==> src/rtl/core/bmprle_pkg.sv <==
package bmprle_pkg;

	localparam int MAX_DIMENSION = 4096;
	localparam int DIM_W         = 13;
	localparam int ADDR_W        = 24;
	// Pointer reaches the image size itself, one past the last address.
	localparam int PTR_W         = ADDR_W + 1;
	localparam int RESET_WIDTH   = 320;
	localparam int RESET_HEIGHT  = 256;

	// Configuration register indexes
	localparam logic [1:0] CFG_MODE   = 2'd0;
	localparam logic [1:0] CFG_WIDTH  = 2'd1;
	localparam logic [1:0] CFG_HEIGHT = 2'd2;

	// Escape codes following a zero count byte
	localparam logic [7:0] ESC_EOL   = 8'h00;
	localparam logic [7:0] ESC_EOB   = 8'h01;
	localparam logic [7:0] ESC_DELTA = 8'h02;

	typedef struct packed {
		logic [7:0] data_byte;
		logic       start_of_image;
	} in_item_t;

	typedef struct packed {
		logic [ADDR_W-1:0] run_address;
		logic [7:0]        run_length;
		logic [7:0]        first_value;
		logic [7:0]        second_value;
		logic              image_done;
	} out_item_t;

	typedef struct packed {
		logic             mode;
		logic [DIM_W-1:0] image_width;
		logic [DIM_W-1:0] image_rows;
		logic [PTR_W-1:0] total;
	} cfg_t;

	function automatic logic [DIM_W-1:0] dim_clamp(input logic [DIM_W-1:0] v);
		logic [DIM_W-1:0] r;
		r = (v > DIM_W'(MAX_DIMENSION)) ? DIM_W'(MAX_DIMENSION) : v;
		return r;
	endfunction

endpackage

==> src/rtl/core/bmprle_parser.sv <==
module bmprle_parser import bmprle_pkg::*; (
	input  logic      clk,
	input  logic      arst_n,
	input  logic      step,
	input  in_item_t  item,
	input  cfg_t      cfg,
	output logic      res_valid,
	output out_item_t res
);

	typedef enum logic [2:0] {
		PH_COUNT,
		PH_VALUE,
		PH_ESCAPE,
		PH_DX,
		PH_DY,
		PH_ABS,
		PH_PAD
	} phase_t;

	phase_t           phase_q, cur_phase, nxt_phase;
	logic [7:0]       pend_q, cur_pend, nxt_pend;
	logic [7:0]       abs_left_q, cur_abs_left, nxt_abs_left;
	logic             pad_q, cur_pad, nxt_pad;
	logic [7:0]       dx_q, cur_dx, nxt_dx;
	logic [PTR_W-1:0] wp_q, cur_wp, nxt_wp;
	logic [15:0]      line_q, cur_line, nxt_line;
	logic             fin_q, cur_fin, nxt_fin;

	logic             soi;
	logic [7:0]       b;
	logic [7:0]       val_a, val_b;
	logic [PTR_W-1:0] avail;
	logic [7:0]       abs_n;
	logic [8:0]       b_inc;
	logic [15:0]      line_inc;
	logic             eol_done;
	logic [25:0]      eol_prod;
	logic [16:0]      dy_line;
	logic [20:0]      dy_prod;
	logic [25:0]      dy_target;
	logic             dy_done;

	logic             emit;
	logic [7:0]       len_req;
	logic [7:0]       n_clip;
	logic [PTR_W-1:0] wp_run;

	assign soi = item.start_of_image;
	assign b   = item.data_byte;

	// Start of image clears the parse state before this byte is taken.
	assign cur_phase    = soi ? PH_COUNT : phase_q;
	assign cur_pend     = soi ? 8'd0 : pend_q;
	assign cur_abs_left = soi ? 8'd0 : abs_left_q;
	assign cur_pad      = soi ? 1'b0 : pad_q;
	assign cur_dx       = soi ? 8'd0 : dx_q;
	assign cur_wp       = soi ? '0 : wp_q;
	assign cur_line     = soi ? 16'd0 : line_q;
	assign cur_fin      = soi ? 1'b0 : fin_q;

	assign val_a = cfg.mode ? {4'h0, b[7:4]} : b;
	assign val_b = cfg.mode ? {4'h0, b[3:0]} : b;

	assign avail = (cur_wp < cfg.total) ? (cfg.total - cur_wp) : '0;

	always_comb begin
		if (cfg.mode) begin
			abs_n = (cur_abs_left < 8'd2) ? cur_abs_left : 8'd2;
		end else begin
			abs_n = (cur_abs_left < 8'd1) ? cur_abs_left : 8'd1;
		end
	end

	assign b_inc = {1'b0, b} + 9'd1;

	// End of line: the jump lands past the image exactly when the new line is
	// at or past the height, or the row is empty.
	assign line_inc = (cur_line == 16'hFFFF) ? cur_line : (cur_line + 16'd1);
	assign eol_done = (cfg.image_width == '0) || (line_inc >= {3'd0, cfg.image_rows});
	assign eol_prod = {13'd0, line_inc[DIM_W-1:0]} * {13'd0, cfg.image_width};

	assign dy_line   = {1'b0, cur_line} + {9'd0, b};
	assign dy_prod   = {13'd0, b} * {8'd0, cfg.image_width};
	assign dy_target = {1'b0, cur_wp} + {5'd0, dy_prod} + {18'd0, cur_dx};
	assign dy_done   = dy_target >= {1'b0, cfg.total};

	always_comb begin
		nxt_phase    = cur_phase;
		nxt_pend     = cur_pend;
		nxt_abs_left = cur_abs_left;
		nxt_pad      = cur_pad;
		nxt_dx       = cur_dx;
		nxt_wp       = cur_wp;
		nxt_line     = cur_line;
		nxt_fin      = cur_fin;
		res_valid    = 1'b0;
		res          = '0;
		emit         = 1'b0;
		len_req      = cur_pend;
		n_clip       = 8'd0;
		wp_run       = cur_wp;

		if (!cur_fin) begin
			case (cur_phase)
				PH_COUNT: begin
					if (b == 8'd0) begin
						nxt_phase = PH_ESCAPE;
					end else begin
						nxt_pend  = b;
						nxt_phase = PH_VALUE;
					end
				end
				PH_VALUE: begin
					nxt_phase = PH_COUNT;
					emit      = 1'b1;
					len_req   = cur_pend;
				end
				PH_ESCAPE: begin
					case (b)
						ESC_EOL: begin
							nxt_phase = PH_COUNT;
							nxt_line  = line_inc;
							if (eol_done) begin
								nxt_wp          = cfg.total;
								nxt_fin         = 1'b1;
								res_valid       = 1'b1;
								res.image_done  = 1'b1;
							end else begin
								nxt_wp = eol_prod[PTR_W-1:0];
							end
						end
						ESC_EOB: begin
							nxt_phase      = PH_COUNT;
							nxt_fin        = 1'b1;
							res_valid      = 1'b1;
							res.image_done = 1'b1;
						end
						ESC_DELTA: begin
							nxt_phase = PH_DX;
						end
						default: begin
							nxt_abs_left = b;
							nxt_pad      = cfg.mode ? b_inc[1] : b[0];
							nxt_phase    = PH_ABS;
						end
					endcase
				end
				PH_DX: begin
					nxt_dx    = b;
					nxt_phase = PH_DY;
				end
				PH_DY: begin
					nxt_line  = dy_line[16] ? 16'hFFFF : dy_line[15:0];
					nxt_phase = PH_COUNT;
					if (dy_done) begin
						nxt_wp         = cfg.total;
						nxt_fin        = 1'b1;
						res_valid      = 1'b1;
						res.image_done = 1'b1;
					end else begin
						nxt_wp = dy_target[PTR_W-1:0];
					end
				end
				PH_ABS: begin
					nxt_abs_left = cur_abs_left - abs_n;
					if (nxt_abs_left == 8'd0) begin
						nxt_phase = cur_pad ? PH_PAD : PH_COUNT;
					end
					if (abs_n != 8'd0) begin
						emit    = 1'b1;
						len_req = abs_n;
					end
				end
				PH_PAD: begin
					nxt_phase = PH_COUNT;
				end
				default: begin
					nxt_phase = PH_COUNT;
				end
			endcase

			if (emit) begin
				// Clip the run at the image end.
				n_clip = (avail < {17'd0, len_req}) ? avail[7:0] : len_req;
				wp_run = cur_wp + {17'd0, n_clip};
				res_valid = 1'b1;
				if (n_clip == 8'd0) begin
					nxt_fin        = 1'b1;
					res.image_done = 1'b1;
				end else begin
					nxt_wp           = wp_run;
					nxt_fin          = wp_run >= cfg.total;
					res.run_address  = cur_wp[ADDR_W-1:0];
					res.run_length   = n_clip;
					res.first_value  = val_a;
					res.second_value = val_b;
					res.image_done   = wp_run >= cfg.total;
				end
			end
		end
	end

	always_ff @(posedge clk or negedge arst_n) begin
		if (!arst_n) begin
			phase_q    <= PH_COUNT;
			pend_q     <= 8'd0;
			abs_left_q <= 8'd0;
			pad_q      <= 1'b0;
			dx_q       <= 8'd0;
			wp_q       <= '0;
			line_q     <= 16'd0;
			fin_q      <= 1'b0;
		end else if (step) begin
			phase_q    <= nxt_phase;
			pend_q     <= nxt_pend;
			abs_left_q <= nxt_abs_left;
			pad_q      <= nxt_pad;
			dx_q       <= nxt_dx;
			wp_q       <= nxt_wp;
			line_q     <= nxt_line;
			fin_q      <= nxt_fin;
		end
	end

endmodule

==> src/rtl/core/bmp_rle_run_decoder.sv <==
// Run decoder for RLE8 / RLE4 compressed bitmap pixel data.
//
// Byte channel (byte_valid, byte_stall, byte_data): one compressed byte per
// request; start_of_image on a byte clears the parse state, write pointer,
// line counter and done flag before that byte is decoded.
// Run channel (run_valid, run_stall, run_data): run-write commands with a
// start address, a length and two alternating pixel values; a command with
// zero length and image_done set only reports the end of the image.
// Config channel (cfg_valid, cfg_ready, cfg_index, cfg_data): mode, width and
// height; always ready. Write it only while no byte is in flight.
//
// Pipeline: input register, then decode into the output register, which holds
// a command while run_stall is high. Throughput: one byte per cycle while the
// run port does not stall; most bytes give no command. The image size product
// is formed on the configuration write; decode keeps only the small row
// multiplies for end of line and delta.
// Reset: asynchronous, returns RLE8 mode, 320 x 256, parse state cleared.
// Run stall: the output register holds its command; the input register still
// takes one more byte, and byte_stall rises only once both are full.
module bmp_rle_run_decoder import bmprle_pkg::*; (
	input  logic             clk,
	input  logic             arst_n,
	input  logic             byte_valid,
	output logic             byte_stall,
	input  in_item_t         byte_data,
	output logic             run_valid,
	input  logic             run_stall,
	output out_item_t        run_data,
	input  logic             cfg_valid,
	output logic             cfg_ready,
	input  logic [1:0]       cfg_index,
	input  logic [DIM_W-1:0] cfg_data
);

	logic             mode_q;
	logic [DIM_W-1:0] width_q;
	logic [DIM_W-1:0] height_q;
	logic [PTR_W-1:0] total_q;
	logic [DIM_W-1:0] cfg_dim;
	logic [25:0]      prod_w;
	logic [25:0]      prod_h;
	cfg_t             cfg;

	logic             valid_s1;
	in_item_t         item_s1;
	logic             advance;
	logic             step;
	logic             res_valid;
	out_item_t        res;
	logic             run_valid_q;
	out_item_t        run_data_q;

	assign cfg_ready = 1'b1;

	// Clamp oversized dimensions and form the image size on the write itself.
	assign cfg_dim = dim_clamp(cfg_data);
	assign prod_w  = {13'd0, cfg_dim} * {13'd0, height_q};
	assign prod_h  = {13'd0, width_q} * {13'd0, cfg_dim};

	always_ff @(posedge clk or negedge arst_n) begin
		if (!arst_n) begin
			mode_q   <= 1'b0;
			width_q  <= DIM_W'(RESET_WIDTH);
			height_q <= DIM_W'(RESET_HEIGHT);
			total_q  <= PTR_W'(RESET_WIDTH * RESET_HEIGHT);
		end else if (cfg_valid && cfg_ready) begin
			case (cfg_index)
				CFG_MODE: begin
					mode_q <= cfg_data[0];
				end
				CFG_WIDTH: begin
					width_q <= cfg_dim;
					total_q <= prod_w[PTR_W-1:0];
				end
				CFG_HEIGHT: begin
					height_q <= cfg_dim;
					total_q  <= prod_h[PTR_W-1:0];
				end
				default: begin
				end
			endcase
		end
	end

	assign cfg.mode        = mode_q;
	assign cfg.image_width = width_q;
	assign cfg.image_rows  = height_q;
	assign cfg.total       = total_q;

	// Advance the input stage whenever the output register is free or drains.
	assign advance    = !run_valid_q || !run_stall;
	assign byte_stall = valid_s1 && !advance;
	assign step       = valid_s1 && advance;

	always_ff @(posedge clk or negedge arst_n) begin
		if (!arst_n) begin
			valid_s1 <= 1'b0;
		end else if (!byte_stall) begin
			valid_s1 <= byte_valid;
		end
	end

	always_ff @(posedge clk) begin
		if (byte_valid && !byte_stall) begin
			item_s1 <= byte_data;
		end
	end

	bmprle_parser u_parser (
		.clk       (clk),
		.arst_n    (arst_n),
		.step      (step),
		.item      (item_s1),
		.cfg       (cfg),
		.res_valid (res_valid),
		.res       (res)
	);

	// Hold the command while stalled; drop bytes that give no command.
	always_ff @(posedge clk or negedge arst_n) begin
		if (!arst_n) begin
			run_valid_q <= 1'b0;
		end else if (advance) begin
			run_valid_q <= step && res_valid;
		end
	end

	always_ff @(posedge clk) begin
		if (step && res_valid) begin
			run_data_q <= res;
		end
	end

	assign run_valid = run_valid_q;
	assign run_data  = run_data_q;

endmodule
==> config.mk <==
export PLATFORM = sky130hd
export DESIGN_NAME = bmp_rle_run_decoder
export DESIGN_NICKNAME = d
export VERILOG_FILES = /design/src/rtl/core/bmprle_pkg.sv /design/src/rtl/core/bmprle_parser.sv /design/src/rtl/core/bmp_rle_run_decoder.sv
export SDC_FILE = /design/constraint.sdc
export NUM_CORES = 2
export LEC_CHECK = 0
export ABC_AREA = 1
export BUFFER_PORTS_ARGS = -buffer_cell sky130_fd_sc_hd__buf_2
export CORE_UTILIZATION = 40
export DETAILED_ROUTE_END_ITERATION = 8
export SKIP_CTS_REPAIR_TIMING = 1
export SYNTH_ARGS = -nofsm -noshare
export SYNTH_HDL_FRONTEND = slang
export SYNTH_SLANG_ARGS = --single-unit
==> constraint.sdc <==
create_clock -name clk -period 9.3 [get_ports clk]
set_clock_uncertainty 0.15 [all_clocks]
set_input_delay 0.465 -clock clk [delete_from_list [all_inputs] [get_ports clk]]
set_output_delay 0.465 -clock clk [all_outputs]
set_load 0.005 [all_outputs]
==> results.txt <==
- Area of the die: between 90000 and 100000 um2
- In the final layout, flip-flops and latches occupy 4731 um2.
- The number of global-route vias before repair is about 32k.
- At the end of the flow, the number of nets in the layout was roughly 5.9k.
- From synthesis to final layout, the design area changed by 7.598%.
- The repair_antennas step left the layout with diodes totalling 0.
- Counting every sink on the clock net gives between 150 and 200.
* CP Capture Type: flip-flop
* Global placer's final weighted congestion: 0.9559
- TritonCTS built the clock tree.
- Summing all multi-input logic gate instances after layout gives between 20000 and 30000 um2.
- Synthesis warning total: 0
- Top-count cell post-synth: sky130_fd_sc_hd__nand2_1
- Most instantiated flip-flop cell in the synthesis netlist: sky130_fd_sc_hd__dfrtp_1
- Top cells by instance count after synthesis: 1125 x sky130_fd_sc_hd__nand2_1, 1032 x sky130_fd_sc_hd__inv_1, 496 x sky130_fd_sc_hd__nor2_1, 454 x sky130_fd_sc_hd__fa_1, 397 x sky130_fd_sc_hd__ha_1
- The number of placed instances, taps included, is between 6k and 7k.
- Summed over all instances, the cell type with the most area after synthesis is sky130_fd_sc_hd__fa_1.
- Subtracting the final worst setup slack from the clock period gives between 8 and 9 ns.
* Share of async-settable or async-resettable flops after synthesis: 0.6966
- In this run, CTS created clock tree buffers numbering 17.
* Highest net fanout along the worst path: 12
* Number of antenna-violating nets in the routed design: 0
* Worst skew pair latency: 0.53 ns
* Height of the die: roughly 300 um
- For this block, wires on met1 add up to about 53000 um.
- Entering global routing, the biggest net connects 66 pins.
* Per-instance average area after synthesis: 7.253 um2
* Row count: around 110
* Number of enable flip-flop cells after synthesis: between 50 and 60
* Number of standard cells in the layout, taps in and fillers out: 6164
- In the routed design, unresolved DRC markers number 12.
- Post-Synth Simple-Gate Area: 0.2167
- Dominant combinational cell family by area after synthesis: adder cells
- The synthesized design contains about 180 register bits.
* Drt initial violations: ~2.8k
- The total area inside the core boundary comes to roughly 89000 um2.
- The highest metal layer carrying signal wires in the routed design is met5.
- Maximum vdd ir drop: about 0.26 mV
- Status: finished, violations left
- Routed vias: 32.73k
* TritonRoute pass-1 iters: 9
- Number of violations of the max-capacitance limit: 0
* Most frequent cell on the critical path: sky130_fd_sc_hd__nand2_1
- Violations in the final reports: design-rule violations
- Of the total synthesized cell area, the portion taken by full adders, half adders and majority gates is 0.3919.
- The first global-routing pass estimated between 150000 and 200000 um of wire.
- Final Hold Viols: 0
- In the global route stage, overall resource usage came out at 0.2826.
- Count of fill cells added during filler insertion: 9276
* Leftover overflow at the end of global routing: 0
- The clock passes through at most 2 buffers.
* Number of setup violations in the final report: 0
* Cell variety after synth: 54
- X dimension of the die: approximately 300 um
* Worst-path clk slew: around 0.09 ns
- For this run, the slowest stage of the critical path takes 0.43 ns.
- Mapped Cells: 4945
* Initial core utilization: 0.4046
- Input and output buffers added on the ports amount to between 70 and 80.
- CP max stage cell: sky130_fd_sc_hd__edfxtp_1
* Mux contribution to synthesized area: 0
* Proportion of layout cells with a drive suffix above 1: 0.05681
- Root buffer selected by CTS: sky130_fd_sc_hd__clkbuf_16
- In this run the power density over the cells is between 300 and 400 nW/um2.
- For this design the top-level I/O count stands at between 80 and 90.
- Setup total negative slack on the finished layout was measured at 0 ns.
- The compound-cell area share of the yosys netlist came to 0.09932.
- Via-to-Cell Ratio: around 5.3
- For the worst setup path, the data required time is 9.44 ns.
* Routed wire length on met3: between 8000 and 9000 um
* Maximum clock rate: 0.1192 GHz
- Of the total synthesized cell area, the portion taken by XOR and XNOR cells is 0.02857.
- Share of the synthesized area in the top cell type: 0.2534
* Top cells by area, synth: sky130_fd_sc_hd__fa_1 25%, sky130_fd_sc_hd__ha_1 14%, sky130_fd_sc_hd__nand2_1 12%
- The clock tree synthesis step divided the H-tree into 4 levels.
- The worst pin sits at a relative slew slack of 0.3188.
* Critical path class: flip-flop to flip-flop
* Number of antenna violations at the first check in global routing: 2
- The routed design uses about 60000 um of met2 wire.
- Worst Tran Pin Value: slightly above 1 ns
- Setup repair after global routing left no endpoint under its margin.
* Post-synthesis sequential area ratio: 0.1319
- WP data arrival: around 8.5 ns
- The final layout contains routed wiring with a total length of 126200 um.
- Summed over all nets, the half-perimeter wirelength after detailed placement is approximately 100000 um.
- Synthesized area: between 30000 and 40000 um2
- Startpoint kind of the worst setup timing path: flip-flop
* Static leakage: 20.76 nW
- Post-detailed-route wirelength per cell: 20.48 um
- The tightest min-delay check is of the primary input to flip-flop type.
* Tcrit/Tclk final: 0.9020
* Max-slew violation count: 0
## worst paths after layout
| check | depth (start not counted) | endpoint | from | slack, ns |
|---|---|---|---|---|
| setup / recovery | 46 | run_data[0] | item_s1[0] | 0.91 |
| min in group asynchronous | 2 | run_valid | arst_n | 0.29 |
| hold reg to reg | 2 | u_parser.line_q[15] | u_parser.line_q[15] | 0.34 |
| setup reg to reg | 46 | run_data[0] | item_s1[0] | 0.91 |
| max in group asynchronous | 4 | total_q[18] | arst_n | 7.01 |
| hold / removal | 2 | mode_q | cfg_valid | 0.1 |
## through the flow
stage               setup WS [ns]  hold WS, ns  total power [mW]  instance area, um2  utilization
floorplan                  0.5856      0.01941             7.884               35880            -
global placement           0.9200       0.2945             10.74               37910       0.4277
detailed placement         0.9004       0.3003             10.79               37910       0.4277
CTS                        0.8666      -0.2703             11.63               38480       0.4340
global route              0.06388      0.09432             12.93               38590       0.4353
finish                     0.9113      0.09506             11.66               38590       0.4353
## per-layer routing
metal / GRT usage / vias to the layer above
met5: 0 / -
met4: 0.1036 / 4
met3: 0.04740 / 241
met2: 0.4681 / 1198
met1: 0.3691 / 15970
li1: - / 15320
## where the power goes
group          total (mW)  leakage (nW)  switching, mW  internal [mW]
sequential           1.43          2.01          0.326           1.10
clock               0.769         0.264          0.415          0.354
combinational        9.46          18.5           6.22           3.24
total                11.7          20.8           6.97           4.69
## cell families after synthesis
kind of cell	after synthesis
other cells	1
fa+ha+maj	851
simple gates	1918
xor+xnor	117
compound gates	640
buf+inv	1240
flops	178
## final cells by class
| type | count | share of cell area |
|---|---|---|
| Clock buffer | 17 | 0.01102 |
| Clock inverter | 15 | 0.003631 |
| Inverter | 1049 | 0.1020 |
| Multi-Input combinational cell | 3531 | 0.6859 |
| Sequential cell | 178 | 0.1226 |
| Tap cell | 1165 | 0.03777 |
| Timing Repair Buffer | 209 | 0.03706 |
## layout by cell type (no fill, tap or decap), types with 10 or more instances in the layout
cell                               n
sky130_fd_sc_hd__o2111ai_1        10
sky130_fd_sc_hd__nand3_1         158
sky130_fd_sc_hd__o21ai_0         183
sky130_fd_sc_hd__dfrtp_1         119
sky130_fd_sc_hd__nor2_2           21
sky130_fd_sc_hd__a22oi_1          11
sky130_fd_sc_hd__a221oi_1         12
sky130_fd_sc_hd__nor2_1          488
sky130_fd_sc_hd__xnor2_1          43
sky130_fd_sc_hd__buf_2            78
sky130_fd_sc_hd__dlygate4sd3_1    11
sky130_fd_sc_hd__nand2_1        1124
sky130_fd_sc_hd__nand3b_1         14
sky130_fd_sc_hd__inv_1          1030
sky130_fd_sc_hd__clkbuf_16        17
sky130_fd_sc_hd__o22ai_1          17
sky130_fd_sc_hd__nor3_1           29
sky130_fd_sc_hd__xor2_1           74
sky130_fd_sc_hd__clkinv_1         10
sky130_fd_sc_hd__a21oi_1         306
sky130_fd_sc_hd__o211ai_1         25
sky130_fd_sc_hd__edfxtp_1         54
sky130_fd_sc_hd__buf_4           117
sky130_fd_sc_hd__a31oi_1          25
sky130_fd_sc_hd__a211oi_1         10
sky130_fd_sc_hd__fa_1            454
sky130_fd_sc_hd__ha_1            397
sky130_fd_sc_hd__nand4_1          53
## sequential cells by signal, summed over array words and instances (netlist names), 3 cells and up
signal,count
width_q,13
u_parser.abs_left_q,8
height_q,13
item_s1,9
u_parser.wp_q,25
u_parser.phase_q,3
total_q,25
u_parser.dx_q,8
run_data,45
u_parser.pend_q,8
u_parser.line_q,16
## critical path, delay by kind of cell (launching register included)
family	cells	cell delay, ns
AND/OR/NAND/NOR	27	4.13
adder cells (fa/ha/maj)	5	1.53
AO/OA/AOI/OAI	6	0.94
buffers and inverters	7	0.80
flip-flops	1	0.43
XOR/XNOR	1	0.18
(Power assumes the default switching activity.)
